$ cat src/hdl/ax25p_pkg.sv
`default_nettype none

package ax25p_pkg;

  localparam int MAX_REPEATERS = 8;
  localparam int CALL_CHARS    = 6;
  localparam int LENGTH_BITS   = 12;

  localparam int CHAR_W   = 7;
  localparam int CALL_W   = CHAR_W * CALL_CHARS;
  localparam int RPT_W    = 4;
  localparam int IDX_W    = 3;
  localparam int CNT_W    = LENGTH_BITS + 1;
  localparam int Q_DEPTH  = 4;
  localparam int Q_PTR_W  = $clog2(Q_DEPTH);
  localparam int Q_CNT_W  = $clog2(Q_DEPTH + 1);

  localparam logic [7:0]        CTRL_UI     = 8'h03;
  localparam logic [7:0]        PID_NONE    = 8'hF0;
  localparam logic [CHAR_W-1:0] CHAR_SPACE  = 7'h20;
  localparam logic [CNT_W-1:0]  FCS_BYTES   = CNT_W'(2);
  localparam logic [CNT_W-1:0]  INFO_CAP    = CNT_W'((1 << LENGTH_BITS) + 1);

  typedef enum logic [2:0] {
    PH_DST  = 3'd0,
    PH_SRC  = 3'd1,
    PH_RPT  = 3'd2,
    PH_CTRL = 3'd3,
    PH_PID  = 3'd4,
    PH_INFO = 3'd5,
    PH_SKIP = 3'd6
  } phase_t;

  typedef enum logic [2:0] {
    KIND_DST      = 3'd0,
    KIND_SRC      = 3'd1,
    KIND_RPT      = 3'd2,
    KIND_DONE     = 3'd3,
    KIND_BAD_CTRL = 3'd4,
    KIND_BAD_PID  = 3'd5,
    KIND_TRUNC    = 3'd6
  } kind_t;

  typedef struct packed {
    kind_t                  kind;
    logic [CALL_W-1:0]      callsign;
    logic [3:0]             ssid;
    logic                   repeated;
    logic [IDX_W-1:0]       rpt_index;
    logic [7:0]             control;
    logic [7:0]             pid;
    logic [LENGTH_BITS-1:0] info_len;
    logic                   last;
  } rec_t;

  typedef struct packed {
    logic v0;
    logic v1;
    rec_t r0;
    rec_t r1;
  } push_t;

  localparam rec_t REC_ZERO = '{
    kind:      KIND_DST,
    callsign:  '0,
    ssid:      '0,
    repeated:  1'b0,
    rpt_index: '0,
    control:   '0,
    pid:       '0,
    info_len:  '0,
    last:      1'b0
  };

endpackage

`default_nettype wire

$ cat src/hdl/ax25_ui_header_parser_unit.sv
// Channel  Direction  Handshake              Payload
// in       input      in_valid / in_stall    frame_byte, end_of_frame
// out      output     out_valid / out_stall  record_kind .. last_of_frame
//
// One frame byte is taken per cycle while in_stall is low; the front decodes
// it in that cycle and queues zero, one or two records. The back drains one
// record per cycle into the output register while out_stall is low.
// Reset (rst, synchronous) empties the queue and restarts header decoding.
// in_stall rises while the queue holds fewer than two free slots; out_stall
// holds the output register and, through the queue, the front.
`default_nettype none

module ax25_ui_header_parser_unit
  import ax25p_pkg::*;
(
  input  wire logic                   clk,
  input  wire logic                   rst,
  input  wire logic                   in_valid,
  output logic                        in_stall,
  input  wire logic [7:0]             frame_byte,
  input  wire logic                   end_of_frame,
  output logic                        out_valid,
  input  wire logic                   out_stall,
  output logic [2:0]                  record_kind,
  output logic [CALL_W-1:0]           callsign,
  output logic [3:0]                  ssid,
  output logic                        repeated,
  output logic [IDX_W-1:0]            repeater_index,
  output logic [7:0]                  control_byte,
  output logic [7:0]                  pid_byte,
  output logic [LENGTH_BITS-1:0]      info_length,
  output logic                        last_of_frame
);

  push_t push;
  rec_t  head;
  rec_t  out_rec;
  logic  not_empty;
  logic  room_two;
  logic  pop;
  logic  accept;

  // Take a byte only when the queue can absorb the worst case of two records.
  assign in_stall = !room_two;
  assign accept   = in_valid && room_two;

  ax25p_front u_front (
    .clk          (clk),
    .rst          (rst),
    .accept       (accept),
    .frame_byte   (frame_byte),
    .end_of_frame (end_of_frame),
    .push         (push)
  );

  ax25p_queue u_queue (
    .clk       (clk),
    .rst       (rst),
    .push      (push),
    .pop       (pop),
    .head      (head),
    .not_empty (not_empty),
    .room_two  (room_two)
  );

  ax25p_back u_back (
    .clk       (clk),
    .rst       (rst),
    .head      (head),
    .not_empty (not_empty),
    .pop       (pop),
    .out_stall (out_stall),
    .out_valid (out_valid),
    .out_rec   (out_rec)
  );

  // Split the held record onto the result ports.
  assign record_kind    = out_rec.kind;
  assign callsign       = out_rec.callsign;
  assign ssid           = out_rec.ssid;
  assign repeated       = out_rec.repeated;
  assign repeater_index = out_rec.rpt_index;
  assign control_byte   = out_rec.control;
  assign pid_byte       = out_rec.pid;
  assign info_length    = out_rec.info_len;
  assign last_of_frame  = out_rec.last;

endmodule

`default_nettype wire

$ cat src/hdl/ax25p_front.sv
`default_nettype none

module ax25p_front
  import ax25p_pkg::*;
(
  input  wire logic       clk,
  input  wire logic       rst,
  input  wire logic       accept,
  input  wire logic [7:0] frame_byte,
  input  wire logic       end_of_frame,
  output push_t           push
);

  phase_t            phase, phase_adv, phase_next;
  logic [2:0]        byte_in_address, byte_in_address_adv, byte_in_address_next;
  logic [CALL_W-1:0] callsign_shift, callsign_shift_adv, callsign_shift_next;
  logic [RPT_W-1:0]  repeater_count, repeater_count_adv, repeater_count_next;
  logic [7:0]        held_control, held_control_adv, held_control_next;
  logic [7:0]        held_pid, held_pid_adv, held_pid_next;
  logic [CNT_W-1:0]  info_counter, info_counter_adv, info_counter_next;

  logic              in_address;
  logic              addr_done;
  logic [CHAR_W-1:0] char_dec;
  logic [RPT_W-1:0]  repeater_count_inc;

  assign in_address = (phase == PH_DST) || (phase == PH_SRC) || (phase == PH_RPT);
  assign addr_done  = in_address && (byte_in_address >= 3'(CALL_CHARS));
  assign char_dec   = (frame_byte[7:1] == CHAR_SPACE) ? '0 : frame_byte[7:1];
  assign repeater_count_inc = repeater_count + RPT_W'(1);

  // Advance state for one byte, before the end-of-frame restart.
  always_comb begin
    phase_adv           = phase;
    byte_in_address_adv = byte_in_address;
    callsign_shift_adv  = callsign_shift;
    repeater_count_adv  = repeater_count;
    held_control_adv    = held_control;
    held_pid_adv        = held_pid;
    info_counter_adv    = info_counter;
    unique case (phase)
      PH_DST, PH_SRC, PH_RPT: begin
        if (!addr_done) begin
          callsign_shift_adv  = {callsign_shift[CALL_W-CHAR_W-1:0], char_dec};
          byte_in_address_adv = byte_in_address + 3'd1;
        end else begin
          byte_in_address_adv = '0;
          callsign_shift_adv  = '0;
          if (phase == PH_DST) begin
            phase_adv = PH_SRC;
          end else if (phase == PH_SRC) begin
            phase_adv = frame_byte[0] ? PH_CTRL : PH_RPT;
          end else begin
            repeater_count_adv = repeater_count_inc;
            if (frame_byte[0] || (repeater_count_inc >= RPT_W'(MAX_REPEATERS))) begin
              phase_adv = PH_CTRL;
            end
          end
        end
      end
      PH_CTRL: begin
        held_control_adv = frame_byte;
        phase_adv        = (frame_byte != CTRL_UI) ? PH_SKIP : PH_PID;
      end
      PH_PID: begin
        held_pid_adv = frame_byte;
        if (frame_byte != PID_NONE) begin
          phase_adv = PH_SKIP;
        end else begin
          phase_adv        = PH_INFO;
          info_counter_adv = '0;
        end
      end
      PH_INFO: begin
        if (info_counter < INFO_CAP) begin
          info_counter_adv = info_counter + CNT_W'(1);
        end
      end
      PH_SKIP: ;
      default: ;
    endcase
  end

  // Restart every piece of state after the last byte of a frame.
  always_comb begin
    if (end_of_frame) begin
      phase_next           = PH_DST;
      byte_in_address_next = '0;
      callsign_shift_next  = '0;
      repeater_count_next  = '0;
      held_control_next    = '0;
      held_pid_next        = '0;
      info_counter_next    = '0;
    end else begin
      phase_next           = phase_adv;
      byte_in_address_next = byte_in_address_adv;
      callsign_shift_next  = callsign_shift_adv;
      repeater_count_next  = repeater_count_adv;
      held_control_next    = held_control_adv;
      held_pid_next        = held_pid_adv;
      info_counter_next    = info_counter_adv;
    end
  end

  always_ff @(posedge clk) begin
    if (rst) begin
      phase           <= PH_DST;
      byte_in_address <= '0;
      callsign_shift  <= '0;
      repeater_count  <= '0;
      held_control    <= '0;
      held_pid        <= '0;
      info_counter    <= '0;
    end else if (accept) begin
      phase           <= phase_next;
      byte_in_address <= byte_in_address_next;
      callsign_shift  <= callsign_shift_next;
      repeater_count  <= repeater_count_next;
      held_control    <= held_control_next;
      held_pid        <= held_pid_next;
      info_counter    <= info_counter_next;
    end
  end

  // Records caused by this byte: an address or reject first, then the frame end.
  always_comb begin
    rec_t rec_a;
    rec_t rec_e;
    logic va;
    logic ve;
    rec_a = REC_ZERO;
    rec_e = REC_ZERO;
    va    = 1'b0;
    ve    = 1'b0;

    if (addr_done) begin
      va             = 1'b1;
      rec_a.callsign = callsign_shift;
      rec_a.ssid     = frame_byte[4:1];
      if (phase == PH_DST) begin
        rec_a.kind = KIND_DST;
      end else if (phase == PH_SRC) begin
        rec_a.kind = KIND_SRC;
      end else begin
        rec_a.kind      = KIND_RPT;
        rec_a.repeated  = frame_byte[7];
        rec_a.rpt_index = repeater_count[IDX_W-1:0];
      end
    end else if ((phase == PH_CTRL) && (frame_byte != CTRL_UI)) begin
      va            = 1'b1;
      rec_a.kind    = KIND_BAD_CTRL;
      rec_a.control = frame_byte;
      rec_a.last    = 1'b1;
    end else if ((phase == PH_PID) && (frame_byte != PID_NONE)) begin
      va            = 1'b1;
      rec_a.kind    = KIND_BAD_PID;
      rec_a.control = held_control;
      rec_a.pid     = frame_byte;
      rec_a.last    = 1'b1;
    end

    rec_e.control = held_control_adv;
    rec_e.pid     = held_pid_adv;
    rec_e.last    = 1'b1;
    rec_e.kind    = KIND_TRUNC;
    if (end_of_frame && (phase_adv != PH_SKIP)) begin
      ve = 1'b1;
      if ((phase_adv == PH_INFO) && (info_counter_adv >= FCS_BYTES)) begin
        rec_e.kind     = KIND_DONE;
        rec_e.info_len = LENGTH_BITS'(info_counter_adv - FCS_BYTES);
      end
    end

    push.v0 = accept && (va || ve);
    push.v1 = accept && va && ve;
    push.r0 = va ? rec_a : rec_e;
    push.r1 = rec_e;
  end

endmodule

`default_nettype wire

$ cat src/hdl/ax25p_queue.sv
`default_nettype none

module ax25p_queue
  import ax25p_pkg::*;
(
  input  wire logic clk,
  input  wire logic rst,
  input  wire push_t push,
  input  wire logic pop,
  output rec_t      head,
  output logic      not_empty,
  output logic      room_two
);

  rec_t               slots [Q_DEPTH];
  logic [Q_PTR_W-1:0] wr_ptr, rd_ptr;
  logic [Q_CNT_W-1:0] count, count_next;
  logic [Q_PTR_W-1:0] wr_ptr_alt;

  assign wr_ptr_alt = wr_ptr + Q_PTR_W'(1);
  assign head       = slots[rd_ptr];
  assign not_empty  = (count != '0);
  assign room_two   = (count <= Q_CNT_W'(Q_DEPTH - 2));
  assign count_next = count + Q_CNT_W'(push.v0) + Q_CNT_W'(push.v1) - Q_CNT_W'(pop);

  always_ff @(posedge clk) begin
    if (rst) begin
      wr_ptr <= '0;
      rd_ptr <= '0;
      count  <= '0;
    end else begin
      wr_ptr <= wr_ptr + Q_PTR_W'(push.v0) + Q_PTR_W'(push.v1);
      rd_ptr <= rd_ptr + Q_PTR_W'(pop);
      count  <= count_next;
    end
  end

  always_ff @(posedge clk) begin
    if (push.v0) begin
      slots[wr_ptr] <= push.r0;
    end
    if (push.v1) begin
      slots[wr_ptr_alt] <= push.r1;
    end
  end

endmodule

`default_nettype wire

$ cat src/hdl/ax25p_back.sv
`default_nettype none

module ax25p_back
  import ax25p_pkg::*;
(
  input  wire logic clk,
  input  wire logic rst,
  input  wire rec_t head,
  input  wire logic not_empty,
  output logic      pop,
  input  wire logic out_stall,
  output logic      out_valid,
  output rec_t      out_rec
);

  // Refill the output register when it is empty or its request is taken.
  assign pop = not_empty && (!out_valid || !out_stall);

  always_ff @(posedge clk) begin
    if (rst) begin
      out_valid <= 1'b0;
    end else if (!out_valid || !out_stall) begin
      out_valid <= not_empty;
    end
  end

  always_ff @(posedge clk) begin
    if (pop) begin
      out_rec <= head;
    end
  end

endmodule

`default_nettype wire

$ cat config.mk
export PLATFORM = sky130hd
export DESIGN_NAME = ax25_ui_header_parser_unit
export DESIGN_NICKNAME = d
export VERILOG_FILES = /design/src/hdl/ax25p_pkg.sv /design/src/hdl/ax25_ui_header_parser_unit.sv /design/src/hdl/ax25p_front.sv /design/src/hdl/ax25p_queue.sv /design/src/hdl/ax25p_back.sv
export SDC_FILE = /design/constraint.sdc
export NUM_CORES = 1
export LEC_CHECK = 0
export BUFFER_PORTS_ARGS = -buffer_cell sky130_fd_sc_hd__clkbuf_2
export CAP_MARGIN = 20
export CORE_MARGIN = 4
export CORE_UTILIZATION = 40
export CTS_BUF_LIST = sky130_fd_sc_hd__clkbuf_4 sky130_fd_sc_hd__clkbuf_8
export DETAILED_ROUTE_END_ITERATION = 16
export PLACE_DENSITY = 0.61
export RECOVER_POWER = 100
export SYNTH_ARGS = -nofsm -noshare
export SYNTH_HDL_FRONTEND = slang
export SYNTH_SLANG_ARGS = --single-unit
$ cat constraint.sdc
create_clock -name clk -period 8.5 [get_ports clk]
set_input_delay 0.425 -clock clk [delete_from_list [all_inputs] [get_ports clk]]
set_output_delay 0.425 -clock clk [all_outputs]
set_load 0.005 [all_outputs]
# ---- Yosys cells after proc, flatten, opt, wreduce, memory -nomap -nowiden
# Memory sizes are Yosys's and may differ from the RTL's. A register that Yosys moved wholly into a read port is not among the register bits.
# Index checks and enable logic that the tools add are counted.
dict set report totals {
  regBits 89
  ramBits 328
  wordCells 120
  memories 1
}
# memory depth word_bits rd rd_clocked_by_memory_dff write_ports line
set mem_list {}
lappend mem_list {u_queue.slots 4 82 1 1 2 ax25p_queue.sv:15} ;# rec_t slots [Q_DEPTH];
dict set report classes {
  addsub 11
  n_lt_le_gt_ge 5
  eq_ne 12
  muxes 55
  reduce_logical 25
}
# operator n
set op_table {}
lappend op_table {{42-bit 2-to-1 mux} 3}
lappend op_table {{82-bit 2-to-1 mux} 1}
lappend op_table {{50-bit 2-to-1 mux} 1}
lappend op_table {{8-bit 2-to-1 mux} 6}
lappend op_table {{13-bit 2-to-1 mux} 3}
lappend op_table {{3-bit 2-to-1 mux} 13}
lappend op_table {{16-bit 2-to-1 mux} 2}
lappend op_table {{4-bit 2-to-1 mux} 7}
lappend op_table {{13-bit one-hot mux with 2 select lines} 1}
lappend op_table {{12-bit 2-to-1 mux} 2}
lappend op_table {{13-bit by 1-bit adder with 13-bit output (second input constant)} 1}
lappend op_table {{13-bit by 2-bit greater-or-equal comparator with 1-bit output (second input constant)} 1}
lappend op_table {{13-bit less-than comparator (second input constant)} 1}
lappend op_table {{12-bit by 2-bit subtractor with 12-bit output (second input constant)} 1}
lappend op_table {{1-bit logical AND} 10}
lappend op_table {{1-bit 2-to-1 mux} 10}
lappend op_table {{3-bit equality test (second input constant)} 3}
lappend op_table {{3-bit one-hot mux with 3 select lines} 1}
lappend op_table {{2-bit 2-to-1 mux} 4}
lappend op_table {{8-bit by 2-bit != test with 1-bit output (second input constant)} 1}
lappend op_table {{8-bit != test (second input constant)} 1}
lappend op_table {{7-bit by 6-bit equality test with 1-bit output (second input constant)} 1}
lappend op_table {{7-bit 2-to-1 mux} 1}
lappend op_table {{2-bit by 1-bit adder with 2-bit output} 3}
lappend op_table {{20 further kinds} 30}

# ---- Depth between registers and ports, before layout
dict set report depth {
  ltp_word 16
  ltp_mapped 14
  ltp_nobuf 13
}

# ---- Cells and area by module
# A second synthesis with hierarchy kept.
dict set report hier_totals {
  hier_cells 1542
  area_unflattened_um2 23755.3
}
# mod instances cells_each area_per_inst_um2
set modules_own_cells {}
lappend modules_own_cells {ax25p_queue 1 834 16198.0}
lappend modules_own_cells {ax25p_front 1 620 5048.6}
lappend modules_own_cells {ax25p_back 1 86 2498.6}
lappend modules_own_cells {ax25_ui_header_parser_unit 1 2 10.0}

# ---- Least setup slack after synthesis
# OpenSTA, ideal clock, no wires.
dict set report synth_timing {
  kind {in2reg}
  start {input out_stall}
  end {register u_queue.count[2]}
  setup_ns 0.128
  t_arrival_ns 6.124
  path_slack_ns 2.248
  cell_stages 7
  cell_sequence {a21oi_1 > ha_1 > inv_1 > fa_1 > fa_1 > xor2_1 > nor2_1}
}
dict set report synth_between {
  elab_chain_len 4
}
# item line
set synth_rtl {}
lappend synth_rtl {{start, declared} ax25_ui_header_parser_unit.sv:23} ;# input wire logic out_stall,
lappend synth_rtl {{1-bit zero test} ax25p_back.sv:17} ;# assign pop = not_empty && (!out_valid || !out_stall);
lappend synth_rtl {{1-bit logical OR} ax25p_back.sv:17}
lappend synth_rtl {{1-bit logical AND} ax25p_back.sv:17}
lappend synth_rtl {{3-bit by 1-bit subtractor with 3-bit output} ax25p_queue.sv:24} ;# assign count_next = count + Q_CNT_W'(push.v0) + Q_CNT_W'(push.v1) - Q_CNT_W'(pop);
lappend synth_rtl {{end signal, assigned} ax25p_queue.sv:34} ;# count <= count_next;
lappend synth_rtl {{end, declared} ax25p_queue.sv:17} ;# logic [Q_CNT_W-1:0] count, count_next;
# Every way passes these cells.
# A chain may end at the register's enable or synchronous reset.

==> results.txt <==
The first global-routing pass estimated 84,530 um of wire. The detailed router placed 15,040 vias in this run. The worst endpoint required time is 8850 ps. The total of warnings raised by yosys is 0. For the pin with the worst max-slew slack, the measured transition is 3053 ps. The floorplan has 82 rows. The final period utilization is 0.7315. The number of nets with antenna violations after detailed routing is 0.

A synthesized cell averages 11.29 um2. The cell depth of the worst hold path came out at 3. The number of antenna violations at the first check in global routing came to 2. The relative area change from synthesis to final layout is 12.16%. The non-filler instance count after layout is 2,615.

The repair_antennas step left the layout with diodes totalling 0. The number of global-route vias before repair is 14,730. The number of placed I/O pins came out at 97.

For this run, the share of the core covered by cells in the final layout is 0.4565. For the worst setup path, the data arrival time is 6560 ps. The static leakage is 7.457 nW.

The number of distinct library cells after synthesis came out at 83. The number of cells upsized or downsized after cts came out at 0. When the netlist entered floorplanning its net count stood at 1,840. The worst hold margin came out at 35.83 ps. The final hold violation count was 0.

The worst setup path is of the reg2reg kind. The CTS tree is built. The clock sink count came out at 499. OpenSTA, run right after detailed placement, puts the worst setup slack at 4046 ps. Counting stages on the worst path, the most repeated cell is sky130_fd_sc_hd__inv_1. In the global route stage, overall resource usage came out at 0.1966.

The die area came out at 0.05495 mm2. The number of synthesized flops with an enable pin came out at 202. The worst register-to-register path begins at u_front.phase[1]. The kind of cell with the highest combined delay along the critical path is simple AND/OR/NAND/NOR gates. The core region is 0.05038 mm2. For this block, the initial DRC count from the detailed router was 1,516. Ranked by total cell area, the synthesized netlist is headed by sky130_fd_sc_hd__edfxtp_1 (30%), sky130_fd_sc_hd__dfxtp_1 (29%), sky130_fd_sc_hd__mux4_2 (9.0%). The post-DP HPWL is 32,360 um. The clock transition at the registers of the reported paths came out at 70 ps. IR analysis of the VDD net gives a maximum drop of 0.1522 mV. The starting density of the core came out at 0.4070. Setup repair after global routing left no endpoint under its margin. Counting both buffers and inverters, the worst setup path holds a total of 2. In this run the clock root is driven by a sky130_fd_sc_hd__clkbuf_8. The power density of the placed cells is 273.9 mW/mm2. The proportion of synthesized chip area in sequential cells is 0.5858. The register bit count reported by yosys is 499.

After detailed routing, the total wire length is 54,480 um. The number of hold buffers added after CTS was 0. The number of maximum-capacitance constraint violations came out at 9.

The maximum number of pins on one net before global-route repair came out at 105. The post-synthesis instance area is 0.02050 mm2. In this run the register-to-register setup slack is 2280 ps. For this run, the detailed router's first-pass iteration total came to 6. The number of port buffers came out at 96.

The cell total after placement is 2,460. The global-route congestion overflow total came out at 0. The final RePlAce weighted congestion came out at 0.9089. In the post-route analysis, the smallest setup slack over all paths is 2282 ps.

The slowest cell on the critical path is sky130_fd_sc_hd__nor3b_1. The maximum root-to-sink buffer count came out at 3. Summing all placed instances gives a cell area of 0.02140 mm2. Using the TritonRoute via totals, the vias-per-cell ratio works out to 5.751. The worst reg2reg path endpoint is u_queue.slots[1][10]. After routing the design area is 0.02300 mm2. In this run the worst path has a maximum fanout of 24.

Counting the buffers created by CTS gives 82. The average wire per standard cell is 20.83 um. STA classifies the critical path endpoint as a flop. The clock tree skew after final layout is 45.28 ps. The relative max-transition margin came out at -1.035. The achievable frequency came out at 160.8 MHz. After synthesis, the share of flip-flops with an asynchronous set or reset is 0.

For this run, design rule violations remaining after detail routing come to 0. The count of cells along the worst register-to-register path came out at 11. The number of H-tree levels came out at 3. The post-CTS setup buffer count came out at 0. The worst setup path is launched from a flop. In the final layout, the share of cells above drive strength 1 is 0.1534.

In the synthesized netlist the dominant register cell turns out to be sky130_fd_sc_hd__dfxtp_1. The time the final worst path needs with I/O delays and setup is 6218 ps. The setup violation total in the final timing report is 0.

The die is 234.4 um tall. The largest stage delay on the critical path came out at 2110 ps. The critical path goes through nor3b_1, nand3_1, o311a_1, a31o_2, inv_1, ha_1, inv_1, nor4_4, nand4_2, o311ai_2, nor2_1.

The flow ran to the end, but the final reports show violations. The path class of the tightest hold or removal check is in2reg. The checks that failed: max-capacitance violations, max-slew violations. The startpoint identified for the worst hold timing path is out_stall. The insertion delay to the later sink of the worst-skew pair is 660 ps.

The setup total negative slack is 0 ps. The power after layout is 6.299 mW. sky130_fd_sc_hd__edfxtp_1 takes more of the synthesized area than any other cell.

Of the post-synthesis cell area, the dominant cell type holds 0.2958. The max-slew violation total from the final report came out at 464. The number of inserted filler cells in the final layout came out at 4,641. The cell depth of the worst setup path is 11.

The die width is 234.4 um. The post-layout net count is 1,897. Synthesis handed over a netlist of 1,816 instances. The end point of the most critical hold path is u_back.out_valid.
worst max path at each step:
stage	end	from	slack, ps
global route	u_queue.slots[1][9]	u_front.phase[1]	1820
global placement	u_queue.slots[3][4]	frame_byte[3]	4200
detailed placement	u_queue.slots[1][11]	u_front.phase[1]	4050
finish	u_queue.slots[1][10]	u_front.phase[1]	2280
CTS	u_queue.slots[1][11]	u_front.phase[2]	4010
floorplan	u_queue.count[2]	out_stall	2250
logic make-up (layout without fill, tap and decap cells):
| logic type | Yosys count | in the layout | share of synthesized area |
|---|---|---|---|
| AOI/OAI and AO/OA | 435 | 435 | 0.1310 |
| xor gates and xnor gates | 12 | 12 | 0.005126 |
| buffers and inverters | 171 | 298 | 0.03747 |
| muxes | 87 | 87 | 0.09263 |
| adders and majority gates | 11 | 11 | 0.007811 |
| and+or+nand+nor | 601 | 601 | 0.1402 |
| DFF | 499 | 499 | 0.5858 |
synthesized netlist by cell type (all sizes together), types with 21 or more instances:
library cell  number
a21oi            104
a22o              41
a22oi             30
buf               73
clkbuf            76
dfxtp            297
edfxtp           202
inv               21
mux4              82
nand2            108
nand3            179
nor2             181
nor3              66
o21ai            181
o22ai             28
layer usage:
| layer | part of all wire | global-route usage |
|---|---|---|
| met3 | 0.073 | 0.03812 |
| met1 | 0.44 | 0.2825 |
| met2 | 0.46 | 0.3006 |
| met5 | 0.00028 | 0 |
| met4 | 0.022 | 0.06663 |
worst min-delay path, stage by stage:
cell and delay [ps]:
sky130_fd_sc_hd__clkbuf_2 90, sky130_fd_sc_hd__nand2_1 60, sky130_fd_sc_hd__a21oi_1 50
power by group:
part,switching [mW],leakage (nW),internal [mW]
sequential,0.142,4.16,2.86
combinational,0.691,2.36,0.373
clock,0.965,0.939,1.27
cells in the final DEF (no fill, tap or decap), types with 4 or more instances in the layout:
master / count
sky130_fd_sc_hd__a21oi_1: 102
sky130_fd_sc_hd__a22o_1: 41
sky130_fd_sc_hd__a22oi_1: 30
sky130_fd_sc_hd__a31oi_1: 4
sky130_fd_sc_hd__and2_1: 7
sky130_fd_sc_hd__buf_4: 10
sky130_fd_sc_hd__bufinv_16: 5
sky130_fd_sc_hd__clkbuf_1: 75
sky130_fd_sc_hd__clkbuf_2: 35
sky130_fd_sc_hd__clkbuf_4: 24
sky130_fd_sc_hd__clkbuf_8: 93
sky130_fd_sc_hd__clkinv_1: 15
sky130_fd_sc_hd__clkinv_2: 12
sky130_fd_sc_hd__dfxtp_1: 296
sky130_fd_sc_hd__edfxtp_1: 202
sky130_fd_sc_hd__ha_1: 8
sky130_fd_sc_hd__inv_1: 21
sky130_fd_sc_hd__mux4_2: 82
sky130_fd_sc_hd__nand2_1: 105
sky130_fd_sc_hd__nand2b_1: 6
sky130_fd_sc_hd__nand3_1: 177
sky130_fd_sc_hd__nand4_1: 4
sky130_fd_sc_hd__nor2_1: 178
sky130_fd_sc_hd__nor2b_1: 6
sky130_fd_sc_hd__nor3_1: 66
sky130_fd_sc_hd__nor4_1: 8
sky130_fd_sc_hd__o211ai_1: 5
sky130_fd_sc_hd__o21ai_0: 178
sky130_fd_sc_hd__o22ai_1: 28
sky130_fd_sc_hd__o2bb2ai_1: 8
sky130_fd_sc_hd__o31ai_1: 5
sky130_fd_sc_hd__or4_1: 7
sky130_fd_sc_hd__xnor2_1: 6
sky130_fd_sc_hd__xor2_1: 6
layout make-up:
| type | instances | area, um2 | area share |
|---|---|---|---|
| multi-input cells | 1146 | 7707 | 0.3351 |
| inverters | 22 | 82.58 | 0.003591 |
| repair buffers | 122 | 563.0 | 0.02448 |
| flip-flops and latches | 499 | 12020 | 0.5224 |
| clock inverters | 37 | 329.1 | 0.01431 |
| well taps | 672 | 840.8 | 0.03656 |
| clock buffers | 117 | 1460 | 0.06349 |
state kept, by name, summed over array words and instances (netlist names), 2 cells and up:
name                     cells
u_back.out_rec              82
u_front.byte_in_address      3
u_front.callsign_shift      42
u_front.held_control         8
u_front.held_pid             8
u_front.info_counter        13
u_front.phase                3
u_front.repeater_count       4
u_queue.count                3
u_queue.rd_ptr               2
u_queue.slots              328
u_queue.wr_ptr               2
(Power assumes the default switching activity.)
